### src/rtl/tfwrl_ram.sv
module tfwrl_ram #(
    parameter int WIDTH = 8,
    parameter int DEPTH = 16
) (
    input  logic                     i_clk,
    input  logic                     i_wr_en,
    input  logic [$clog2(DEPTH)-1:0] i_wr_addr,
    input  logic [WIDTH-1:0]         i_wr_data,
    input  logic                     i_rd_en,
    input  logic [$clog2(DEPTH)-1:0] i_rd_addr,
    output logic [WIDTH-1:0]         o_rd_data
);
    logic [WIDTH-1:0] r_mem [DEPTH];
    logic [WIDTH-1:0] r_rd_data;

    // Write port; read returns the old word on a same-address write
    always_ff @(posedge i_clk) begin
        if (i_wr_en) begin
            r_mem[i_wr_addr] <= i_wr_data;
        end
        if (i_rd_en) begin
            r_rd_data <= r_mem[i_rd_addr];
        end
    end

    assign o_rd_data = r_rd_data;
endmodule

### config.mk
export PLATFORM = sky130hd
export DESIGN_NAME = tfwrl_ram
export DESIGN_NICKNAME = d
export VERILOG_FILES = /design/src/rtl/tfwrl_ram.sv
export SDC_FILE = /design/constraint.sdc
export NUM_CORES = 1
export LEC_CHECK = 0
export ABC_AREA = 1
export ABC_CLOCK_PERIOD_IN_PS = 1400
export BUFFER_PORTS_ARGS = -buffer_cell sky130_fd_sc_hd__buf_2
export CAP_MARGIN = 20
export CORE_UTILIZATION = 29
export CTS_CLUSTER_DIAMETER = 40
export DETAILED_ROUTE_END_ITERATION = 16
export PLACE_DENSITY = 0.5
export SYNTH_ARGS = -nofsm -noshare
export SYNTH_HDL_FRONTEND = slang
export SYNTH_SLANG_ARGS = --single-unit
### constraint.sdc
create_clock -name i_clk -period 1.4 [get_ports i_clk]
set_input_delay 0.28 -clock i_clk [delete_from_list [all_inputs] [get_ports i_clk]]
set_output_delay 0.28 -clock i_clk [all_outputs]
set_load 0.02 [all_outputs]
After elaboration in Yosys (flattened, before gate mapping):

Memory sizes are Yosys's and may differ from the RTL's. A register that Yosys moved wholly into a read port is not among the register bits.
Index checks and enable logic that the tools add are counted.
Widths: inputs -> output; s select.

* bits in registers: 0
* logic and storage cells: 3
* output and inout port bits: 8
* memories kept: 1
* memory bits (writable): 128

* muxes and demuxes: 2

Memory list
* r_mem: depth 16, width 8, read ports 1, clocked after memory_dff 1, wr ports 1, RTL line 13 `logic [WIDTH-1:0] r_mem [DEPTH];`

Operators by type and width (count)
* $mux 1: 2

Longest topological paths before layout:

Gate-level depths: netlist of the first run.

* depth in word-level cells: 2
* depth in mapped cells: 8
* gate-level depth less buffers: 7

Worst setup path before layout of the first run:

No wires, ideal clock.

* kind: input port to flip-flop
* from: input port i_wr_addr[2]
* to: memory r_mem[10][0], enable pin
* cell stages on the path: 2
* library setup time: 0.370 ns
* required time: 1.030 ns
* arrival time: 0.861 ns
* buffers on the path: 0
* path slack: 0.169 ns
* cells stage by stage: nand3b_1 > nor2_1

RTL lines
* start: declaration: RTL line 7 `input logic [$clog2(DEPTH)-1:0] i_wr_addr,`
* end: declaration: RTL line 13

No word-level cell before the write port.

Final worst setup path of the first run:

* from: register r_rd_data[7] (netlist: o_rd_data[7]), read port of r_mem
* to: output port o_rd_data[7]

RTL lines
* start: declaration: RTL line 14 `logic [WIDTH-1:0] r_rd_data;`
* end: declaration: RTL line 11 `output logic [WIDTH-1:0] o_rd_data`

No word-level cell between the ends.

==> results of run 1 <==
-- through the flow --
| step | setup slack [ns] | TNS [ns] | area (µm²) | utilization | instances |
|---|---|---|---|---|---|
| 2_1_floorplan | 0.169 | 0 | 5850 | - | 551 |
| 6_report | 0.159 | 0 | 6990 | 0.357 | 878 |
| 4_1_cts | 0.122 | 0 | 6990 | 0.357 | 878 |
| 3_3_place_gp | -0.123 | -0.651 | 6450 | 0.329 | 847 |
| 5_1_grt | 0.101 | 0 | 6990 | 0.357 | 878 |
| 3_5_place_dp | -0.128 | -0.738 | 6450 | 0.329 | 847 |
-- state kept, by name, summed over array words and instances (netlist names) --
signal and cells:
o_rd_data 8, r_mem 128
-- worst max-delay path by stage --
stage	slack, ns	cells after the start	from	end
after floorplan	0.17	2	i_wr_addr[2]	r_mem[10][0]$_DFFE_PP_
after global placement	-0.12	8	i_rd_addr[0]	o_rd_data[0]$_DFFE_PP_
after detailed placement	-0.13	8	i_rd_addr[0]	o_rd_data[0]$_DFFE_PP_
after CTS	0.12	1	o_rd_data[7]$_DFFE_PP_	o_rd_data[7]
after global routing	0.10	1	o_rd_data[7]$_DFFE_PP_	o_rd_data[7]
final	0.16	1	o_rd_data[7]$_DFFE_PP_	o_rd_data[7]
-- cells by family (layout without fill, tap and decap cells) --
group,count (synthesis),count (layout),share of synthesized area
buffers and inverters,126,188,0.0939
flip-flops,136,136,0.698
AND/OR/NAND/NOR,289,289,0.208
-- power by group --
group | internal [mW] | total, mW | switching (mW)
clock network | 2.57 | 4.12 | 1.55
logic | 0.197 | 0.620 | 0.424
registers | 4.59 | 4.61 | 0.0216
-- placed cells by master (no fill, tap or decap), types with 3 or more instances in the layout --
| master | instances |
|---|---|
| nand2_1 | 173 |
| edfxtp_1 | 136 |
| inv_1 | 100 |
| nand3_1 | 97 |
| buf_2 | 26 |
| buf_4 | 22 |
| nor2_1 | 17 |
| clkbuf_16 | 17 |
| buf_12 | 7 |
| clkinv_2 | 5 |
| clkbuf_1 | 3 |
-- area by class of cell --
cell class / instances / area (µm²) / area share
flip-flops and latches: 136 / 4080 / 0.584
clock inverters: 11 / 108 / 0.0154
inverters: 102 / 383 / 0.0548
well taps: 265 / 332 / 0.0474
multi-input cells: 289 / 1210 / 0.174
clock buffers: 20 / 437 / 0.0625
repair buffers: 55 / 435 / 0.0623
-- routing by layer --
metal | global-route usage | vias to the layer above
met4 | 0.0661 | 0
met1 | 0.189 | 1823
met5 | 0 | -
li1 | - | 1876
met2 | 0.226 | 68
met3 | 0.0338 | 10
==> out/qor.txt, run 1 <==
Hold Path Class: in2reg
Max_cap viols: 0
Via density: 4.30
Fill cells: 1963
Outcome: complete, no violations
DP HPWL: 8.83 mm
RSZ-0062 raised after global routing: false
Met1 wire length: 6.36 mm
Initial antenna violation count: 0
Gpl congestion: 0.830
Starting Density: 0.298
CTS Buf Count: 17
CTS tree: yes
Worst-Skew Late Latency: 0.41 ns
First-pass GRT wire length: 21.1 mm
Synth-to-layout area growth: 19.6%
Maximum clock frequency: 0.806 GHz
Number of H-tree levels: 4
Setup crit end kind: primary output
Slew Limit Fails: 0
Final Skew: 0.00598 ns
Maximum vdd ir drop: 652 µV
Top post-synthesis cells by count: nand2_1 (173), edfxtp_1 (136), inv_1 (100)
Met3 Wirelength: 422 µm
DRT antenna net count: 0
Clk sinks: 136
Gate Count Post-Synth: 551
Die Wd: 144 µm
Worst Hold Depth: 1
Total routed wirelength: 13.4 mm
Pwr dens: 1340 nW/µm²
RR Startpoint: r_mem[7][1]$_DFFE_PP_
Crit Path Category: reg2out
Setup repair bufs after CTS: 0
Core footprint: 19600 µm²
Leakage power: 2.98 nW
DR top layer: met4
Antenna Cells: 0
Vias post-DR: 3777
Number of global-route vias before repair: 3771
Wire per inst: 15.2 µm
Grt ovf: 0
Yosys cell types: 11
Worst Path Required: 1.12 ns
Final worst-path cycle share: 0.887
Post-layout min period: 1.24 ns
Final Hold Fails: 0
CTS Buffer Depth: 2
DRT Pass-1 Iters: 4
Share of layout cells above drive strength 1: 0.135
#FFs+latches synth: 136
Post-CTS Hold Fix Bufs: 0
DRC violation count after routing: 0
Hold_sp: i_rd_en
Tot GR Track Use: 0.144
Tot Pwr: 9.35 mW
Crit-path cells: buf_2
CP top delay family: flip-flops
Routed met2 length: 6.40 mm
Post-Syn Area: 5850 µm²
Most frequent cell after synthesis: nand2_1
Worst-Margin Slew: 0.416 ns
Syn_area_per_cell: 10.6 µm²
Hold_ws: 0.222 ns
Final #Nets: 620
Reg2reg setup slack: 0.23 ns
Sequential area share after synthesis: 0.698
Drt first-iter violations: 237
Port bufs: 26
Critical R2R Capture: o_rd_data[1]$_DFFE_PP_
Ys flop type: edfxtp_1
Worst setup SP type: flip-flop
CTS Root Cell: clkbuf_16
Die ar.: 20700 µm²
Clk slew on worst S/H paths: 0.05 ns
Critical Path Slowest Stage Cell: edfxtp_1
WHS Endpoint: o_rd_data[1]$_DFFE_PP_
Largest cells by area after synthesis: edfxtp_1 (70%), nand2_1 (11%), nand3_1 (8.3%), inv_1 (6.4%), buf_6 (1.2%)
Max incr delay on CP: 0.38 ns
Synth warn: 0
Core Rows: 51
Post-synth ARST share: 0
Final setup violation count: 0
Worst Path Buf+Inv: 1
Post-synth EDFFs: 136
IO Count: 27
CTS resizes: 0
Worst Reg-to-Reg Cells: 6
Die Y: 144 µm
Post-Syn Nets: 570
Post-synth top area cell: edfxtp_1
CP arrival: 0.96 ns
Post-synth top area share: 0.698
Slew HR: 0.723
Worst-path fanout max: 1
Pin count of the biggest net entering global routing: 38
Note: power is estimated with default switching activity, not from simulation.
==> run 2, diff against run 1 <==
Settings changed: ABC_CLOCK_PERIOD_IN_PS 1400 to 1250.
Clock period 1.4 ns to 1.25 ns, I/O delays scaled along.
==> out/qor.txt, run 2 (same netlist as run 1, synthesis figures left out) <==
Fin cells: 877 (-0.11%)
Flop pwr share: 0.498 (+0.005)
Commonest cells after routing, fill and taps aside: nand2_1 (173), edfxtp_1 (136), inv_1 (100)
CTS tree: yes
Internal power: 8.22 mW (+12%)
Pin count of the biggest net entering global routing: 38 (unchanged)
Max incr delay on CP: 0.41 ns (+0.03 ns)
Pre-CTS WS: -0.248 ns (-0.120 ns)
Antenna Cells: 0 (unchanged)
Worst-path fanout max: 1 (unchanged)
Slew HR: 0.734 (+0.0110)
CTS resizes: 0 (unchanged)
Core Rows: 51 (unchanged)
Outcome: complete, no violations
Post-layout min period: 1.23 ns
Maximum vdd ir drop: 802 µV (+23%)
Post-CTS Hold Fix Bufs: 0 (unchanged)
IO Count: 27 (unchanged)
Clk slew on worst S/H paths: 0.05 ns (about the same)
DRT antenna net count: 0 (unchanged)
Post-route setup slack: 0.0242 ns (-0.135 ns)
DRC violation count after routing: 0 (unchanged)
Clk sinks: 136 (unchanged)
Worst-Margin Slew: 0.399 ns (-0.0165 ns)
Die ar.: 20700 µm² (unchanged)
Grt ovf: 0 (unchanged)
Synth-to-layout area growth: 19.6% (about the same)
First-pass GRT wire length: 20.3 mm (-4.1%)
Starting Density: 0.298 (unchanged)
Max reg flops: 128 (unchanged)
Worst Path Required: 1.00 ns (-0.12 ns)
Core footprint: 19600 µm² (unchanged)
Logic pwr share: 0.068 (+0.002)
Drt first-iter violations: 337 (+42%)
CP top delay family: flip-flops
Tot GR Track Use: 0.138 (-0.00631)
Share of layout cells above drive strength 1: 0.132 (-0.00305)
Via density: 4.37 (+1.5%)
Final Skew: 0.00659 ns (+0.000608 ns)
Setup repair bufs after CTS: 0 (unchanged)
Leakage power: 2.98 nW (+0.15%)
CTS Buffer Depth: 2 (unchanged)
Die Wd: 144 µm (unchanged)
Setup crit end kind: primary output
Port bufs: 26 (unchanged)
Crit Path Category: reg2out
P_sw: 2.16 mW (+8.2%)
DP HPWL: 8.75 mm (-0.88%)
Number of global-route vias before repair: 3625 (-3.9%)
Pwr dens: 1480 nW/µm² (+11%)
Hold Path Class: in2reg
Critical Path Slowest Stage Cell: edfxtp_1
Number of H-tree levels: 4 (unchanged)
Crit-path cells: buf_6
Biggest register: r_mem
Hold_ws: 0.188 ns (-0.0340 ns)
Die Y: 144 µm (unchanged)
RSZ-0062 raised after global routing: true
Maximum clock frequency: 0.816 GHz
Total routed wirelength: 13.3 mm (-0.56%)
Worst-Skew Late Latency: 0.42 ns (about the same)
Wire per inst: 15.2 µm (-0.45%)
Dpl cells: 849 (+0.24%)
Leading cell type in the layout, fill and taps excluded: nand2_1
DRT Pass-1 Iters: 5 (+1)
Vias post-DR: 3830 (+1.4%)
Final core occ: 0.357 (about the same)
Slew Limit Fails: 0 (unchanged)
Gpl congestion: 0.848 (+2.2%)
CTS Buf Count: 17 (unchanged)
Sw Ratio: 0.208 (-0.00539)
Final Hold Fails: 0 (unchanged)
Final #Nets: 622 (+0.32%)
Worst Path Buf+Inv: 1 (unchanged)
Final worst-path cycle share: 0.981
Clock power frac: 0.434 (-0.007)
CTS Root Cell: clkbuf_16
Max_cap viols: 0 (unchanged)
Worst setup SP type: flip-flop
CP arrival: 0.98 ns (+0.02 ns)
Initial antenna violation count: 0 (unchanged)
Final setup violation count: 0 (unchanged)
## run 2: area by class of cell
| type | instances | area (µm²) |
|---|---|---|
| sequential | 136 | 4080 |
| tap | 265 | 332 |
| clock buffer | 21 | 440 |
| multi-input combinational | 289 | 1220 |
| inverter | 102 | 383 |
| fill | 1948 | 12600 |
| clock inverter | 7 | 81.3 |
| timing repair buffer | 57 | 457 |
## run 2: layer usage
layer	vias up	share of wire	track usage
met4	0	0.012	0.0482
met5	-	0	0
met1	1864	0.47	0.179
met2	74	0.48	0.224
li1	1882	-	-
met3	10	0.034	0.0338
## run 2: worst paths after layout
check | depth (start not counted) | slack (ns) | end | from
max | 1 | 0.02 | o_rd_data[7] | o_rd_data[7]$_DFFE_PP_
min | 1 | 0.19 | o_rd_data[7]$_DFFE_PP_ | i_rd_en
max reg2reg | 6 | 0.08 | o_rd_data[5]$_DFFE_PP_ | r_mem[7][5]$_DFFE_PP_
min reg2reg | 6 | 0.76 | o_rd_data[2]$_DFFE_PP_ | r_mem[12][2]$_DFFE_PP_
## run 2: metrics by stage
step / power [mW] / area [µm²] / setup TNS, ns
detailed placement: 5.96 / 6460 / -2.91
CTS: 10.5 / 6980 / 0
global placement: 5.96 / 6460 / -2.71
finish: 10.4 / 7000 / 0
global route: 10.7 / 7000 / -0.0105
floorplan: 5.64 / 5850 / 0
## run 2: power by group through the flow
stage	registers, mW	clock network, mW	logic [mW]
after floorplan	5.28	0	0.360
after detailed placement	5.26	0	0.707
final	5.17	4.51	0.703
after global placement	5.26	0	0.702
after global routing	5.17	4.79	0.780
after CTS	5.17	4.59	0.710
