`src/rtl/tfwrl_pkg.sv`:
```
package tfwrl_pkg;

    // Fixed field widths
    localparam int UID_W   = 10;
    localparam int CFG_W   = 16;
    localparam int CFG_IDX_W = 2;

    // Configuration register indexes
    localparam logic [CFG_IDX_W-1:0] CFG_USER_LIMIT    = 2'd0;
    localparam logic [CFG_IDX_W-1:0] CFG_USER_WINDOW   = 2'd1;
    localparam logic [CFG_IDX_W-1:0] CFG_GLOBAL_LIMIT  = 2'd2;
    localparam logic [CFG_IDX_W-1:0] CFG_GLOBAL_WINDOW = 2'd3;

    // Configuration reset values
    localparam logic [CFG_W-1:0] USER_LIMIT_RST    = 16'd10;
    localparam logic [CFG_W-1:0] USER_WINDOW_RST   = 16'd1000;
    localparam logic [CFG_W-1:0] GLOBAL_LIMIT_RST  = 16'd100;
    localparam logic [CFG_W-1:0] GLOBAL_WINDOW_RST = 16'd1000;

    // Verdict codes
    typedef enum logic [1:0] {
        VERDICT_SERVED = 2'd0,
        VERDICT_GLOBAL = 2'd1,
        VERDICT_USER   = 2'd2
    } t_verdict;

    // Decision stage to control: table write request and verdict
    typedef struct packed {
        logic     wr_en;
        t_verdict verdict;
    } t_judge_ctl;

endpackage

```
`src/rtl/tfwrl_front.sv`:
```
module tfwrl_front #(
    parameter int USERS      = 1024,
    parameter int STAMP_BITS = 32
) (
    input  logic                               i_clk,
    input  logic                               i_load,
    input  logic [tfwrl_pkg::UID_W-1:0]        i_uid,
    input  logic [STAMP_BITS-1:0]              i_stamp,
    input  logic [tfwrl_pkg::CFG_W-1:0]        i_user_window,
    input  logic [tfwrl_pkg::CFG_W-1:0]        i_global_window,
    output logic [tfwrl_pkg::UID_W-1:0]        o_uid,
    output logic [STAMP_BITS-1:0]              o_stamp,
    output logic [$clog2(USERS)-1:0]           o_idx,
    output logic [((STAMP_BITS > tfwrl_pkg::CFG_W) ? STAMP_BITS : tfwrl_pkg::CFG_W):0] o_uend,
    output logic [((STAMP_BITS > tfwrl_pkg::CFG_W) ? STAMP_BITS : tfwrl_pkg::CFG_W):0] o_gend
);
    localparam int UID_W = tfwrl_pkg::UID_W;
    localparam int CFG_W = tfwrl_pkg::CFG_W;
    localparam int IW    = $clog2(USERS);
    localparam int END_W = ((STAMP_BITS > CFG_W) ? STAMP_BITS : CFG_W) + 1;

    logic [UID_W-1:0]      r_uid;
    logic [STAMP_BITS-1:0] r_stamp;
    logic [CFG_W-1:0]      w_ulen_m1;
    logic [CFG_W-1:0]      w_glen_m1;

    // Request holding register
    always_ff @(posedge i_clk) begin
        if (i_load) begin
            r_uid   <= i_uid;
            r_stamp <= i_stamp;
        end
    end

    // Table index: user id modulo USERS
    generate
        if (USERS >= (2 ** UID_W)) begin : g_idx_wide
            assign o_idx = IW'(r_uid);
        end else if ((USERS & (USERS - 1)) == 0) begin : g_idx_pow2
            assign o_idx = r_uid[IW-1:0];
        end else begin : g_idx_recip
            // Quotient by reciprocal at load, exact for every 10-bit id
            localparam int RSH  = 20;
            localparam int PW   = UID_W + RSH + 1;
            localparam logic [RSH:0] RECIP = (RSH + 1)'(((2 ** RSH) + USERS - 1) / USERS);
            localparam logic [UID_W-1:0] USERS_C = UID_W'(USERS);

            logic [PW-1:0]    w_prod;
            logic [UID_W-1:0] r_q;
            logic [UID_W-1:0] w_rem;

            assign w_prod = PW'(i_uid) * PW'(RECIP);

            always_ff @(posedge i_clk) begin
                if (i_load) begin
                    r_q <= w_prod[UID_W+RSH-1:RSH];
                end
            end

            assign w_rem = r_uid - UID_W'(r_q * USERS_C);
            assign o_idx = w_rem[IW-1:0];
        end
    endgenerate

    // Window ends: stamp + length - 1, a zero length counts as one
    assign w_ulen_m1 = (i_user_window == '0) ? '0 : i_user_window - CFG_W'(1);
    assign w_glen_m1 = (i_global_window == '0) ? '0 : i_global_window - CFG_W'(1);

    assign o_uend  = END_W'(r_stamp) + END_W'(w_ulen_m1);
    assign o_gend  = END_W'(r_stamp) + END_W'(w_glen_m1);
    assign o_uid   = r_uid;
    assign o_stamp = r_stamp;
endmodule

```
`config.mk`:
```
export PLATFORM = sky130hd
export DESIGN_NAME = tfwrl_front
export DESIGN_NICKNAME = d
export VERILOG_FILES = /design/src/rtl/tfwrl_pkg.sv /design/src/rtl/tfwrl_front.sv
export SDC_FILE = /design/constraint.sdc
export NUM_CORES = 1
export LEC_CHECK = 0
export BUFFER_PORTS_ARGS = -buffer_cell sky130_fd_sc_hd__buf_2
export CAP_MARGIN = 0
export CORE_MARGIN = 10
export CORE_UTILIZATION = 42
export CTS_BUF_LIST = sky130_fd_sc_hd__clkbuf_2
export CTS_CLUSTER_SIZE = 30
export DETAILED_ROUTE_END_ITERATION = 10
export PLACE_DENSITY = 0.73
export SLEW_MARGIN = 20
export SYNTH_ARGS = -nofsm -noshare
export SYNTH_HDL_FRONTEND = slang
export SYNTH_SLANG_ARGS = --single-unit
```
`constraint.sdc`:
```
create_clock -name i_clk -period 7 [get_ports i_clk]
set_input_delay 1.4 -clock i_clk [delete_from_list [all_inputs] [get_ports i_clk]]
set_output_delay 1.4 -clock i_clk [all_outputs]
set_load 0.005 [all_outputs]
```
# Word-level counts from Yosys, hierarchy flattened
# Index checks and enable logic that the tools add are counted.
dict set report op_classes {
  bitwise_logic 0
  n_eq_ne 0
  n_lt_le_gt_ge 0
  n_addsub 4
  div_mod_pow 0
  n_mux 2
  n_mul 0
  n_shift 0
  n_reduce_logical 2
}
# operator count
set op_table {}
lappend op_table {{$add A32 B16 Y33} 2}
lappend op_table {{$logic_not A16 Y1} 2}
lappend op_table {{$mux W16} 2}
lappend op_table {{$sub A16 B1 Y16 const B} 2}
dict set report word_totals {
  rom_bits 0
  reg_bits 42
  mem_bits_rw 0
  latchBits 0
  elab_cells 10
  output_inout_bits 118
  memories 0
}

# Logic depth before layout (Yosys ltp)
dict set report depth {
  depth_word 3
  depth_mapped 16
}

# Least setup slack after synthesis
# OpenSTA, ideal clock, no wires.
dict set report synth_timing {
  path_kind {input-to-output}
  startpoint {in i_global_window[0] (netlist name)}
  endpoint {out o_gend[26] (netlist name)}
  arrival_time_ns 4.795
  n_path_buf 1
  required_ns 5.600
  path_stages 16
  path_slack_ns 0.805
  cell_sequence {inv_1 > ha_1 > nor3b_1 > nand2_1 > or3_4 > nor3_4 > buf_6 > nor2_1 > ha_1 > fa_1 > a211o_1 > a21oi_1 > o221ai_2 > a31oi_2 > nor3_1 > xor2_1}
}
dict set report synth_between {
  elab_chain_cells 3
}
# item line
set synth_lines {}
lappend synth_lines {{from (decl)} tfwrl_front.sv:10} ;# input logic [tfwrl_pkg::CFG_W-1:0] i_global_window,
lappend synth_lines {{$sub A16 B1 Y16 / $logic_not A16 Y1 (equally long branches)} tfwrl_front.sv:67} ;# assign w_glen_m1 = (i_global_window == '0) ? '0 : i_global_window - CFG_W'(1);
lappend synth_lines {{$mux W16 *} tfwrl_front.sv:67}
lappend synth_lines {{$add A32 B16 Y33 *} tfwrl_front.sv:70} ;# assign o_gend = END_W'(r_stamp) + END_W'(w_glen_m1);
lappend synth_lines {{to (decl)} tfwrl_front.sv:15} ;# output logic [((STAMP_BITS > tfwrl_pkg::CFG_W) ? STAMP_BITS : tfwrl_pkg::CFG_W):0] o_gend
# Every way passes the cells marked *; elsewhere a longest branch is shown, timed or not.

# Worst setup path in the final report
dict set report layout_timing {
  startpoint {in i_global_window[5] (netlist name)}
  endpoint {out o_gend[19] (netlist name)}
}
# Same word-level chain as after synthesis.

==> impl_metrics.env <==
export IMPL_setup_tns_final_ps=0
export IMPL_vias=4219
export IMPL_ys_types=58
export IMPL_internal_power_w=0.000514
export IMPL_clkPwrFrac_pct=12.3
export IMPL_cts_root_buf="clkbuf_2"
export IMPL_drv_cap=0
export IMPL_dpl_cell_count=783
export IMPL_h_tree_depth=2
export IMPL_route_detailed_drc=0
export IMPL_hold_start="i_uid[4]"
export IMPL_die_w_um=119
export IMPL_synth_async_reset_ratio_pct=0
export IMPL_syn_inst=470
export IMPL_ios=194
export IMPL_synth_top_cell_by_area="edfxtp_1"
export IMPL_io_buffers=193
export IMPL_crit_path_end="o_gend[19]"
export IMPL_die_area_um2=14300
export IMPL_setup_violations=0
export IMPL_overflow=0
export IMPL_slew_violations=0
export IMPL_dr_pass1_iters=5
export IMPL_grtUsageTotal_pct=18.6
export IMPL_wl_per_cell_um=17.6
export IMPL_initial_core_util_pct=42.9
export IMPL_path_buf_inv=5
export IMPL_grt_max_degree=43
export IMPL_cts_tree="done"
export IMPL_crit_path_start_kind="primary input"
export IMPL_powerDensity_nw_per_um2=160
export IMPL_vias_per_cell=5.32
export IMPL_setup_worst_path_end_class="output pin"
export IMPL_core_um2=9680
export IMPL_power_switching_w=0.000329
export IMPL_synth_ff_type="edfxtp_1"
export IMPL_period_share_pct=94.9
export IMPL_drt_initial_drc_count=245
export IMPL_startpoint="i_global_window[5]"
export IMPL_crit_path_frequent_cell="buf_4"
export IMPL_period_needed_ps=6640
export IMPL_cts_made_buffers=5
export IMPL_critPathTopFamily="simple AND/OR/NAND/NOR gates"
export IMPL_cts_hold_buffers=0
export IMPL_status="complete, no violations"
export IMPL_yosys_area_top_type_share_pct=30.4
export IMPL_syn_num_nets=582
export IMPL_std_cell_rows=36
export IMPL_stdcell_area_um2=5260
export IMPL_clk_path_buf_depth=2
export IMPL_grt_pass1_wl_mm=22.1
export IMPL_path_class="primary input to output pin"
export IMPL_fin_nets=769
export IMPL_cp_data_arrival_time_ps=5240
export IMPL_netlist_area_um2=4160
export IMPL_drive_above_1_share_pct=33.6
export IMPL_die_y_um=119
export IMPL_switching_share_pct=39.0
export IMPL_avgSynthCellArea_um2=8.84
export IMPL_antenna_found_initial=3
export IMPL_ys_warn_count=0
export IMPL_wirelength_mm=14.0
export IMPL_combPwrFrac_pct=49.0
export IMPL_nFillCells=967
export IMPL_postRouteAntennaNets=0
export IMPL_hold_viol=0
export IMPL_hold_class="primary input to flip-flop"
export IMPL_stdcell_count=793
export IMPL_critical_path_slowest_cell="nor4_1"
export IMPL_cp_slowest_stage_delay_ps=480
export IMPL_area_growth_pct=26.6
export IMPL_slew_headroom_pct=35.4
export IMPL_tightest_slew_ps=969
export IMPL_grt_pass1_vias=4427
export IMPL_clkSinkCount=42
export IMPL_worstPathCellList="buf_2, nor4_2, nor3b_2, nand2_1, or3_4, nor3_4, buf_4, a21oi_1, ha_1, nand2_1, nor4_1, nor4b_2, buf_4, nor4_2, buf_4, o21ai_0, xnor2_1, buf_2"
export IMPL_cts_post_setup_buffers_inserted=0
export IMPL_worstPathRequired_ps=5600
export IMPL_rsz0062_at_grt="no"
export IMPL_placed_cell_area_um2=5210
export IMPL_fmax_mhz=151
export IMPL_cp_max_fo=8
export IMPL_power_leakage_nw=2.36
export IMPL_dp_hpwl_mm=11.7
export IMPL_p_seq_share_pct=38.6
export IMPL_place_congestion=0.955
export IMPL_yosysSeqAreaShare_pct=30.4
export IMPL_irDropWorstVdd_v=0.0000852
export IMPL_cp_num_cells=18
export IMPL_clk_pin_slew_worst_paths_ps=220
export IMPL_synth_seq_cells=42
export IMPL_synth_edf_count=42
export IMPL_synthTopCellsByArea="edfxtp_1 30%, ha_1 10%, xnor2_1 9.7%, xor2_1 5.9%, nor2_1 4.6%"
## power by group through the flow
stage	logic [W]	clock network, W	registers [W]
2_1_floorplan	0.000232	0	0.000327
3_3_place_gp	0.000403	0	0.000331
3_5_place_dp	0.000412	0	0.000332
4_1_cts	0.000415	0.000110	0.000326
5_1_grt	0.000460	0.000118	0.000330
6_report	0.000413	0.000104	0.000326
## what timing repair did
item / CTS / global route
gates resized for setup: 0 / 1
setup endpoints to repair: 0 / 2
endpoints found under the hold margin: 0 / 0
## flip-flops by register name, summed over array words and instances, names as in the netlist
signal   count
o_idx       10
o_stamp     32
## Yosys cell counts, drive strengths merged (10+ instances only)
cell type / count
ha: 34
xor2: 28
xnor2: 46
and3: 12
o21ai: 35
nand2: 34
nor2: 51
nor3: 15
inv: 14
edfxtp: 42
nand3: 17
buf: 14
a21o: 10
a21oi: 35
## cell type report
cell class / count / area (um^2) / area share (%)
Antenna cell: 2 / 5.00 / 0.0951
Clock buffer: 6 / 30.0 / 0.571
Clock inverter: 2 / 8.76 / 0.167
Inverter: 14 / 52.6 / 0.999
Multi-Input combinational cell: 395 / 2730 / 51.8
Sequential cell: 42 / 1260 / 24.0
Tap cell: 133 / 166 / 3.16
Timing Repair Buffer: 199 / 1010 / 19.2
## layer usage
| metal | track usage, % | vias to the layer above | part of all wire (%) |
|---|---|---|---|
| met2 | 35.9 | 146 | 54 |
| met1 | 19.6 | 1968 | 38 |
| met4 | 5.66 | 2 | 2.1 |
| li1 | - | 2084 | - |
| met3 | 3.92 | 19 | 6.1 |
| met5 | 0 | - | 0.086 |
## cell families after synthesis
| family | synth area share [%] |
|---|---|
| and+or+nand+nor | 21.0 |
| AOI/OAI and AO/OA | 16.7 |
| xor gates and xnor gates | 15.6 |
| DFF | 30.4 |
| adders and majority gates | 11.2 |
| buffers and inverters | 4.22 |
| muxes | 0.994 |
## cells in the final DEF, fill, tap and decap left out, types with 17 or more instances in the layout
cell type,count
nor2_1,51
buf_2,193
edfxtp_1,42
o21ai_0,33
ha_1,34
xnor2_1,46
nand2_1,34
nand3_1,17
xor2_1,28
a21oi_1,35
## worst min path at each step
stage	depth (start not counted)	slack [ps]	end
after floorplan	0	1500	o_idx[0]
after global placement	1	1580	o_stamp[4]
after detailed placement	1	1580	o_stamp[16]
after CTS	1	1120	o_stamp[9]
after global routing	1	1110	o_stamp[9]
final	1	1140	o_idx[4]
## stage by stage
stage / worst slack [ps] / utilization [%] / hold WS (ps) / total power [W]
2_1_floorplan: 805 / - / 1500 / 0.000558
3_3_place_gp: 546 / 53.8 / 1580 / 0.000734
3_5_place_dp: 400 / 53.8 / 1580 / 0.000744
4_1_cts: 396 / 54.2 / 1120 / 0.000851
5_1_grt: 56.8 / 54.3 / 1110 / 0.000908
6_report: 356 / 54.3 / 1140 / 0.000843
(Power assumes the default switching activity.)
