## src/rtl/tfwrl_pkg.sv

```systemverilog
package tfwrl_pkg;

    // Fixed field widths
    localparam int UID_W   = 10;
    localparam int CFG_W   = 16;
    localparam int CFG_IDX_W = 2;

    // Configuration register indexes
    localparam logic [CFG_IDX_W-1:0] CFG_USER_LIMIT    = 2'd0;
    localparam logic [CFG_IDX_W-1:0] CFG_USER_WINDOW   = 2'd1;
    localparam logic [CFG_IDX_W-1:0] CFG_GLOBAL_LIMIT  = 2'd2;
    localparam logic [CFG_IDX_W-1:0] CFG_GLOBAL_WINDOW = 2'd3;

    // Configuration reset values
    localparam logic [CFG_W-1:0] USER_LIMIT_RST    = 16'd10;
    localparam logic [CFG_W-1:0] USER_WINDOW_RST   = 16'd1000;
    localparam logic [CFG_W-1:0] GLOBAL_LIMIT_RST  = 16'd100;
    localparam logic [CFG_W-1:0] GLOBAL_WINDOW_RST = 16'd1000;

    // Verdict codes
    typedef enum logic [1:0] {
        VERDICT_SERVED = 2'd0,
        VERDICT_GLOBAL = 2'd1,
        VERDICT_USER   = 2'd2
    } t_verdict;

    // Decision stage to control: table write request and verdict
    typedef struct packed {
        logic     wr_en;
        t_verdict verdict;
    } t_judge_ctl;

endpackage

```

## src/rtl/tfwrl_judge.sv

```systemverilog
module tfwrl_judge #(
    parameter int STAMP_BITS = 32
) (
    input  logic                          i_clk,
    input  logic                          i_rst_n,
    input  logic                          i_fire,
    input  logic [STAMP_BITS-1:0]         i_stamp,
    input  logic [((STAMP_BITS > tfwrl_pkg::CFG_W) ? STAMP_BITS : tfwrl_pkg::CFG_W):0] i_uend,
    input  logic [((STAMP_BITS > tfwrl_pkg::CFG_W) ? STAMP_BITS : tfwrl_pkg::CFG_W):0] i_gend,
    input  logic [tfwrl_pkg::CFG_W-1:0]   i_user_limit,
    input  logic [tfwrl_pkg::CFG_W-1:0]   i_global_limit,
    input  logic [((STAMP_BITS > tfwrl_pkg::CFG_W) ? STAMP_BITS : tfwrl_pkg::CFG_W)
                  + tfwrl_pkg::CFG_W + 1:0] i_entry,
    output logic [((STAMP_BITS > tfwrl_pkg::CFG_W) ? STAMP_BITS : tfwrl_pkg::CFG_W)
                  + tfwrl_pkg::CFG_W + 1:0] o_entry,
    output tfwrl_pkg::t_judge_ctl         o_ctl
);
    localparam int CFG_W   = tfwrl_pkg::CFG_W;
    localparam int END_W   = ((STAMP_BITS > CFG_W) ? STAMP_BITS : CFG_W) + 1;
    localparam int ENTRY_W = 1 + CFG_W + END_W;

    // Global window state
    logic             r_g_started;
    logic [CFG_W-1:0] r_g_budget;
    logic [END_W-1:0] r_g_end;
    logic [CFG_W-1:0] n_g_budget;

    logic [END_W-1:0] w_stamp;
    logic             w_g_new;
    logic [CFG_W-1:0] w_gb;
    logic [END_W-1:0] w_gend;
    logic             w_e_valid;
    logic [CFG_W-1:0] w_e_bud;
    logic [END_W-1:0] w_e_end;
    logic             w_u_new;
    logic [CFG_W-1:0] w_ub;
    logic [END_W-1:0] w_uend;

    assign w_stamp = END_W'(i_stamp);

    // Global refill when no window yet or the stamp is past its end
    assign w_g_new = !r_g_started || (w_stamp > r_g_end);
    assign w_gb    = w_g_new ? i_global_limit : r_g_budget;
    assign w_gend  = w_g_new ? i_gend : r_g_end;

    // User entry: create or refill
    assign w_e_valid = i_entry[ENTRY_W-1];
    assign w_e_bud   = i_entry[ENTRY_W-2 -: CFG_W];
    assign w_e_end   = i_entry[END_W-1:0];
    assign w_u_new   = !w_e_valid || (w_stamp > w_e_end);
    assign w_ub      = w_u_new ? i_user_limit : w_e_bud;
    assign w_uend    = w_u_new ? i_uend : w_e_end;

    // Verdict and writeback
    always_comb begin
        o_ctl.wr_en   = 1'b0;
        o_ctl.verdict = tfwrl_pkg::VERDICT_GLOBAL;
        o_entry       = {1'b1, w_ub, w_uend};
        n_g_budget    = w_gb;
        if (w_gb == '0) begin
            o_ctl.verdict = tfwrl_pkg::VERDICT_GLOBAL;
        end else if (w_ub == '0) begin
            o_ctl.wr_en   = 1'b1;
            o_ctl.verdict = tfwrl_pkg::VERDICT_USER;
        end else begin
            o_ctl.wr_en   = 1'b1;
            o_ctl.verdict = tfwrl_pkg::VERDICT_SERVED;
            o_entry       = {1'b1, w_ub - CFG_W'(1), w_uend};
            n_g_budget    = w_gb - CFG_W'(1);
        end
    end

    always_ff @(posedge i_clk) begin
        if (!i_rst_n) begin
            r_g_started <= 1'b0;
            r_g_budget  <= '0;
            r_g_end     <= '0;
        end else if (i_fire) begin
            r_g_started <= 1'b1;
            r_g_budget  <= n_g_budget;
            r_g_end     <= w_gend;
        end
    end
endmodule

```

## config.mk

```make
export PLATFORM = sky130hd
export DESIGN_NAME = tfwrl_judge
export DESIGN_NICKNAME = d
export VERILOG_FILES = /design/src/rtl/tfwrl_pkg.sv /design/src/rtl/tfwrl_judge.sv
export SDC_FILE = /design/constraint.sdc
export NUM_CORES = 1
export LEC_CHECK = 0
export BUFFER_PORTS_ARGS = -buffer_cell sky130_fd_sc_hd__buf_2
export CORE_UTILIZATION = 25
export DETAILED_ROUTE_END_ITERATION = 7
export PLACE_DENSITY_LB_ADDON = 0.1
export SYNTH_ARGS = -nofsm -noshare
export SYNTH_HDL_FRONTEND = slang
export SYNTH_SLANG_ARGS = --single-unit
```

## constraint.sdc

```tcl
create_clock -name i_clk -period 6 [get_ports i_clk]
set_input_delay 0 -clock i_clk [delete_from_list [all_inputs] [get_ports i_clk]]
set_output_delay 0 -clock i_clk [all_outputs]
set_load 0.1 [all_outputs]
```

== After elaboration in Yosys (flattened, before gate mapping) ==
Index checks and enable logic that the tools add are counted.

* ROM bits: 0
* Bits in writable memories: 0
* Bits in latches: 0
* Output and inout bits: 53
* Memories: 0
* Register bits after elaboration: 50

* Add/subtract/negate cells: 2
* Shift-type cells: 0
* Bitwise operators: 0
* Reductions and logical operators: 7
* $lt $le $gt $ge: 2
* Multiply operators: 0
* Div/mod/pow operators: 0
* Multiplexer cells: 10
* Eq/ne operators: 0

{| class="wikitable"
|+ Operators by type and width
! cell !! number
|-
| $mux 49 || 2
|-
| $gt 32x33->1 || 2
|-
| $mux 16 || 4
|-
| $mux 33 || 1
|-
| $logic_not 16->1 || 2
|-
| $sub 16x1->16 const B || 2
|-
| $mux 2 || 2
|-
| $logic_not 1->1 || 2
|-
| $logic_or 1x1->1 || 2
|-
| $reduce_and 2->1 || 1
|-
| $mux 1 || 1
|}

== Longest topological paths before layout ==
Gate-level depths: netlist of run 1.

* Word-level depth: 6
* Depth in mapped cells: 21
* Gate-level depth less buffers: 17

== Worst setup path after synthesis of run 1 ==
No wires, ideal clock.

* Path kind: register to output
* Start point: register r_g_end[31]
* End point: output port o_entry[48] (netlist bit)
* Stages on the path, launching flop included: 22
* Setup slack: 439 ps
* Arrival time: 5561 ps
* Data required time: 6000 ps
* Cells stage by stage: dfxtp_1 -> inv_1 -> ha_1 -> nand4b_4 -> nor4_2 -> and2_1 -> a32oi_1 -> a31oi_4 -> buf_6 -> buf_2 -> buf_2 -> mux2i_1 -> ha_1 -> nor4b_1 -> nand2_1 -> nor2_1 -> mux2i_2 -> o311ai_2 -> buf_2 -> nor3_1 -> xnor2_1 -> mux2i_1

{| class="wikitable"
|+ RTL lines
! item !! RTL line !! RTL
|-
| from (decl) || tfwrl_judge.sv:25 || <nowiki>logic [END_W-1:0] r_g_end;</nowiki>
|-
| from (signal assigned) || tfwrl_judge.sv:81 || <nowiki>r_g_end <= w_gend;</nowiki>
|-
| to (decl) || tfwrl_judge.sv:15 || <nowiki>+ tfwrl_pkg::CFG_W + 1:0] o_entry,</nowiki>
|}

==> results.sh, run 1 <==
export IMPL_status="finished clean"
export IMPL_worst_slew_pin_transition_ps=1060
export IMPL_grt_busiest_layer="met2"
export IMPL_maxSlewHeadroom_pct=29.3
export IMPL_yosys_area_top_type_share_pct=18.3
export IMPL_cp_max_fo=23
export IMPL_fmax_ghz=0.215
export IMPL_regToRegEndpoint="r_g_budget[2]"
export IMPL_drt_wl_total_mm=18.6
export IMPL_required_ps=6000
export IMPL_antenna_found_initial=0
export IMPL_fin_cells=1239
export IMPL_yosys_area_share_xor_xnor_pct=3.36
export IMPL_synth_compound_gate_area_share_pct=18.7
export IMPL_startpoint_type="flip-flop"
export IMPL_vdd_drop_max_mv=0.101
export IMPL_p_leak_uw=0.00341
export IMPL_holdPathEnd="r_g_budget[9]"
export IMPL_nets=1212
export IMPL_cts_sinks=50
export IMPL_grt_pass1_wl_mm=28.3
export IMPL_period_share_pct=77.5
export IMPL_grt_util_met3_pct=2.56
export IMPL_fin_crit_ps=4650
export IMPL_final_core_util_pct=35.3
export IMPL_route_vias_total=5772
export IMPL_clk_path_buf_depth=2
export IMPL_grt_overflow=0
export IMPL_ys_async_sr_fraction_pct=0
export IMPL_ctsHtreeMaxLevel=2
export IMPL_crit_type="reg2out"
export IMPL_core_um2=21200
export IMPL_use_met2_pct=28.2
export IMPL_ys_ff_latch=50
export IMPL_root_buffer="clkbuf_16"
export IMPL_end_kind="primary output"
export IMPL_synth_fa_ha_area_share_pct=15.1
export IMPL_synthCells=714
export IMPL_num_io_pins=236
export IMPL_cts_tree="done"
export IMPL_synth_cell_type_count=72
export IMPL_ys_seq_area_share_pct=18.3
export IMPL_fill_cells=2366
export IMPL_synth_top_family_by_area="simple AND/OR/NAND/NOR gates"
export IMPL_yosys_area_share_simple_pct=21.7
export IMPL_grt_max_degree=50
export IMPL_antenna_cells=0
export IMPL_hold_buffers=34
export IMPL_yosys_warnings=0
export IMPL_synth_top_cell_by_area="dfxtp_1"
export IMPL_rsz0062_at_grt="false"
export IMPL_min_delay_path_class="in2reg"
export IMPL_drt_iter0_drc=153
export IMPL_die_height_um=150
export IMPL_cts_resized=0
export IMPL_max_cap_viol_count=0
export IMPL_p_per_area_nw_per_um2=190
export IMPL_synthTopCellsByArea="dfxtp_1 18%, ha_1 15%, mux2_2 8.9%"
export IMPL_cp_arrival_ps=4650
export IMPL_layout_area_overhead_vs_synth_pct=37.0
export IMPL_synth_edf_count=0
export IMPL_finalHoldViolCount=0
export IMPL_drive_gt1_share_pct=32.5
export IMPL_seqCellArea_um2=1000
export IMPL_dp_cells=1197
export IMPL_initial_core_util_pct=25.8
export IMPL_hpwl_mm=14.9
export IMPL_r2r_slack_ps=1850
export IMPL_reg2reg_depth=17
export IMPL_setup_viol=0
export IMPL_holdPathStages=3
export IMPL_grt_util_all_layers_pct=16.2
export IMPL_hold_start="i_global_limit[8]"
export IMPL_io_buffers=234
export IMPL_gp_congestion=0.806
export IMPL_via_per_inst=4.66
export IMPL_die_w_um=150
export IMPL_netlist_area_um2=5470
export IMPL_ant_nets=0
export IMPL_drv_slew=0
export IMPL_yosys_most_used_dff="dfxtp_1"
export IMPL_synthMuxAreaShare_pct=14.8
export IMPL_setup_tns_ps=0
export IMPL_multiInputGateArea_um2=4040
export IMPL_firstDrtPassIters=4
export IMPL_r2r_start="r_g_end[31]"
export IMPL_insertion_delay_ps=310
export IMPL_clock_skew_ps=11.2
export IMPL_synth_avg_cell_area_um2=7.66
export IMPL_grt_use_met1_pct=21.2
export IMPL_grt_pass1_vias=5539
export IMPL_worst_slack_ps=1350
export IMPL_dieArea_um2=22500
export IMPL_startpoint="r_g_end[31]"
export IMPL_rows=53
export IMPL_synth_nets=963
export IMPL_post_cts_setup_buffers=0
export IMPL_routedWlPerCell_um=15.0
export IMPL_route_detailed_drc=0
export IMPL_cts_buffers_inserted=5
export IMPL_clk_pin_slew_worst_paths_ps=80
export IMPL_dpl_worst_slack_ps=1470
==> registers in the layout (all words and copies together) (netlist names) <==
register and count:
r_g_end 33, r_g_budget 16, r_g_started 1
==> worst max-delay path: stages (launching register included) <==
cell and delay (ps):
dfxtp_1 340, inv_1 50, ha_1 320, nand4b_4 140
nor4_2 400, and2_1 250, a32oi_1 110, a31oi_4 260
mux2i_1 290, ha_1 200, nor4b_1 230, nand2_1 110
nor2_1 170, mux2i_2 130, o311ai_2 240, buf_4 300
o21a_1 150, nor2_1 40, mux2i_1 150, buf_2 450
==> how the worst max path moves through the flow <==
stage	endpoint	slack (ps)	cells after the start
after floorplan	o_entry[48]	440	21
after global placement	o_entry[43]	1540	17
after detailed placement	o_entry[43]	1470	17
after CTS	o_entry[39]	1280	19
after global routing	o_entry[39]	930	19
final	o_entry[39]	1350	19
==> kinds of logic (layout without fill, tap and decap cells) <==
group           after synthesis  in the layout
simple gates                242            242
xor+xnor                     21             21
flops                        50             50
fa+ha+maj                    66             66
buf+inv                     108            358
other cells                   1              1
mux                          74             74
compound gates              152            152
==> layout make-up <==
class	count	share of cell area, %
clock buffers	6	1.72
clock inverters	2	0.501
inverters	77	3.86
multi-input cells	556	53.9
flip-flops and latches	50	13.4
well taps	275	4.59
repair buffers	273	22.1
==> metrics by stage <==
step / hold WS [ps] / instance area, um^2 / total power (uW)
after floorplan: 136 / 5470 / 889
after global placement: 247 / 6990 / 1080
after detailed placement: 247 / 6990 / 1080
after CTS: 20.0 / 7490 / 1450
after global routing: 31.8 / 7490 / 1520
final: 31.4 / 7490 / 1420
==> cells in the mapped netlist (3+ instances only) <==
library cell and count:
nor2_1 40, nor3b_1 4, o211ai_1 7, dfxtp_1 50
nand4_1 7, xor2_1 4, inv_1 77, xnor2_1 17
o31a_1 3, mux2_2 43, nor3_1 27, buf_1 7
clkbuf_1 14, mux2i_1 28, o21a_1 4, o21ai_0 20
nand2_1 104, a21o_1 12, or3_1 7, buf_2 6
ha_1 66, a211oi_1 3, a31oi_1 7, and2_1 5
and4_1 3, o22ai_1 4, a21oi_1 64, nand3_1 10
o31ai_1 3, nor4_1 9
==> where the power goes <==
part	switching, uW	internal (uW)
Combinational	481	230
Sequential	16.2	356
Clock	144	198
==> per-layer routing <==
| layer | vias to the layer above | share of wire [%] |
|---|---|---|
| li1 | 3018 | - |
| met3 | 7 | 4.9 |
| met4 | 0 | 0.74 |
| met2 | 151 | 48 |
| met5 | - | 0 |
| met1 | 2596 | 46 |
==> cells in the final DEF (no fill, tap or decap), drive strengths merged, types with 11 or more instances in the layout <==
cell type and n:
nor2 42, nor3 27, nand3 11, dlygate4sd3 34, a21oi 64, a21o 12
xnor2 17, buf 239, mux2i 30, mux2 44, nand2 104, nor4 11
o21ai 22, dfxtp 50, ha 66, inv 77
Power figures use the tool's default switching activity.
==> inputs of run 2 (changes only) <==
==> constraint.sdc (replaced) <==
create_clock -name i_clk -period 4.81 [get_ports i_clk]
set_input_delay 0 -clock i_clk [delete_from_list [all_inputs] [get_ports i_clk]]
set_output_delay 0 -clock i_clk [all_outputs]
set_load 0.1 [all_outputs]
==> results.sh, run 2 (synthesized netlist as in run 1, its figures left out) <==
export IMPL_cp_arrival_ps=4380
export IMPL_route_vias_total=5776
export IMPL_gp_congestion=0.751
export IMPL_drv_slew=0
export IMPL_reg_top3="r_g_end x33, r_g_budget x16, r_g_started x1"
export IMPL_route_detailed_drc=0
export IMPL_root_buffer="clkbuf_16"
export IMPL_crit_type="reg2out"
export IMPL_slowest_stage="dfxtp_1"
export IMPL_cts_tree="done"
export IMPL_r2r_start="r_g_end[30]"
export IMPL_ant_nets=0
export IMPL_via_per_inst=4.65
export IMPL_cp_max_fo=23
export IMPL_period_share_pct=91.0
export IMPL_firstDrtPassIters=4
export IMPL_holdPathStages=3
export IMPL_slowest_delay_ps=330
export IMPL_vdd_drop_max_mv=0.118
export IMPL_die_w_um=150
export IMPL_layout_area_overhead_vs_synth_pct=42.5
export IMPL_max_cap_viol_count=0
export IMPL_maxSlewHeadroom_pct=45.0
export IMPL_worstPathCellList="inv_1 -> ha_1 -> nand4b_4 -> nor4_2 -> and2_1 -> a32oi_1 -> a31oi_4 -> mux2i_2 -> ha_1 -> nor4b_1 -> nand2_1 -> nor2_1 -> mux2i_2 -> o311ai_4 -> buf_6 -> nor3_1 -> xnor2_1 -> mux2i_2 -> buf_12"
export IMPL_grt_pass1_wl_mm=29.2
export IMPL_cts_buffers_inserted=5
export IMPL_worst_slew_pin_transition_ps=825
export IMPL_finalHoldViolCount=1
export IMPL_fmax_ghz=0.228
export IMPL_hpwl_mm=14.8
export IMPL_drt_wl_total_mm=18.5
export IMPL_nets=1215
export IMPL_clock_skew_ps=5.59
export IMPL_startpoint_type="flip-flop"
export IMPL_holdPathEnd="r_g_end[31]"
export IMPL_routedWlPerCell_um=14.9
export IMPL_io_buffers=234
export IMPL_dieArea_um2=22500
export IMPL_post_cts_setup_buffers=0
export IMPL_fin_crit_ps=4380
export IMPL_dp_cells=1201
export IMPL_clk_pin_slew_worst_paths_ps=70
export IMPL_setup_viol=0
export IMPL_drt_iter0_drc=250
export IMPL_r2r_slack_ps=780
export IMPL_final_core_util_pct=36.7
export IMPL_grt_max_degree=49
export IMPL_reg2reg_depth=17
export IMPL_grt_util_all_layers_pct=16.5
export IMPL_violations="hold timing"
export IMPL_cp_top_family="simple AND/OR/NAND/NOR gates"
export IMPL_regToRegEndpoint="r_g_budget[8]"
export IMPL_required_ps=4810
export IMPL_drive_gt1_share_pct=34.4
export IMPL_critPathMostFrequentCell="mux2i_2"
export IMPL_antenna_cells=0
export IMPL_hold_start="i_gend[31]"
export IMPL_antenna_found_initial=0
export IMPL_fin_hold_ws_ps=-5.35
export IMPL_p_per_area_nw_per_um2=236
export IMPL_regMostFlops="r_g_end"
export IMPL_largest_reg_flops=33
export IMPL_insertion_delay_ps=300
export IMPL_ctsHtreeMaxLevel=2
export IMPL_fin_cells=1241
export IMPL_core_um2=21200
export IMPL_crit_buf_inv=3
export IMPL_mostFrequentLayoutCells="219 x buf_2, 104 x nand2_1, 77 x inv_1"
export IMPL_p_leak_uw=0.00350
export IMPL_grt_pass1_vias=5685
export IMPL_initial_core_util_pct=25.8
export IMPL_cts_sinks=50
export IMPL_clk_path_buf_depth=2
export IMPL_rows=53
export IMPL_rsz0062_at_grt="false"
export IMPL_grt_overflow=0
export IMPL_die_height_um=150
export IMPL_final_common_cell="buf_2"
export IMPL_end_kind="primary output"
export IMPL_min_delay_path_class="in2reg"
export IMPL_num_io_pins=236
export IMPL_setup_tns_ps=0
export IMPL_status="finished with violations"
export IMPL_power_total_uw=1840
[run 2: power breakdown]
group          internal [uW]  switching, uW  leakage (uW)
Sequential               444           20.2      0.000412
Combinational            328            615       0.00300
Clock                    258            174     0.0000829
[run 2: worst reg2reg max path: cells and delay by family (launching register included)]
kind,cells,cell delay (ps)
compound gates,5,1170
buf+inv,1,40
mux,2,540
flops,1,330
simple gates,7,1310
fa+ha+maj,2,510
[run 2: repair_timing]
item	CTS	global route
endpoints found under the setup margin	0	8
gates resized for setup	0	2
hold buffers	33	0
hold endpoints to repair	33	0
[run 2: per-layer routing]
layer  share of wire (%)  track usage (%)  wire (um)
met1                  47             21.8       8760
met2                  47             28.7       8700
met3                 5.0             2.62        928
met4                0.55             2.42        101
met5                   0                0          0
[run 2: cell type report]
cell class,count,area [um^2]
inverter,77,289
tap,275,344
fill,2276,13400
multi-input combinational,556,4190
clock inverter,1,30.0
timing repair buffer,276,1800
clock buffer,6,139
sequential,50,1000
[run 2: worst max-delay path by stage]
| stage | from | to | slack [ps] | depth (start not counted) |
|---|---|---|---|---|
| 6_report | r_g_end[30] | o_entry[48] | 430 | 19 |
| 5_1_grt | r_g_end[29] | o_entry[37] | 30 | 19 |
| 4_1_cts | r_g_end[14] | o_entry[37] | 280 | 19 |
| 3_5_place_dp | i_stamp[24] | o_entry[37] | 550 | 18 |
| 3_3_place_gp | i_stamp[22] | o_entry[40] | 520 | 18 |
| 2_1_floorplan | r_g_end[31] | o_entry[34] | -430 | 18 |
[run 2: per-stage QoR]
step           worst slack (ps)  area, um^2
6_report                    433        7790
3_3_place_gp                515        7290
4_1_cts                     276        7780
3_5_place_dp                554        7290
2_1_floorplan              -431        5610
5_1_grt                    29.5        7790
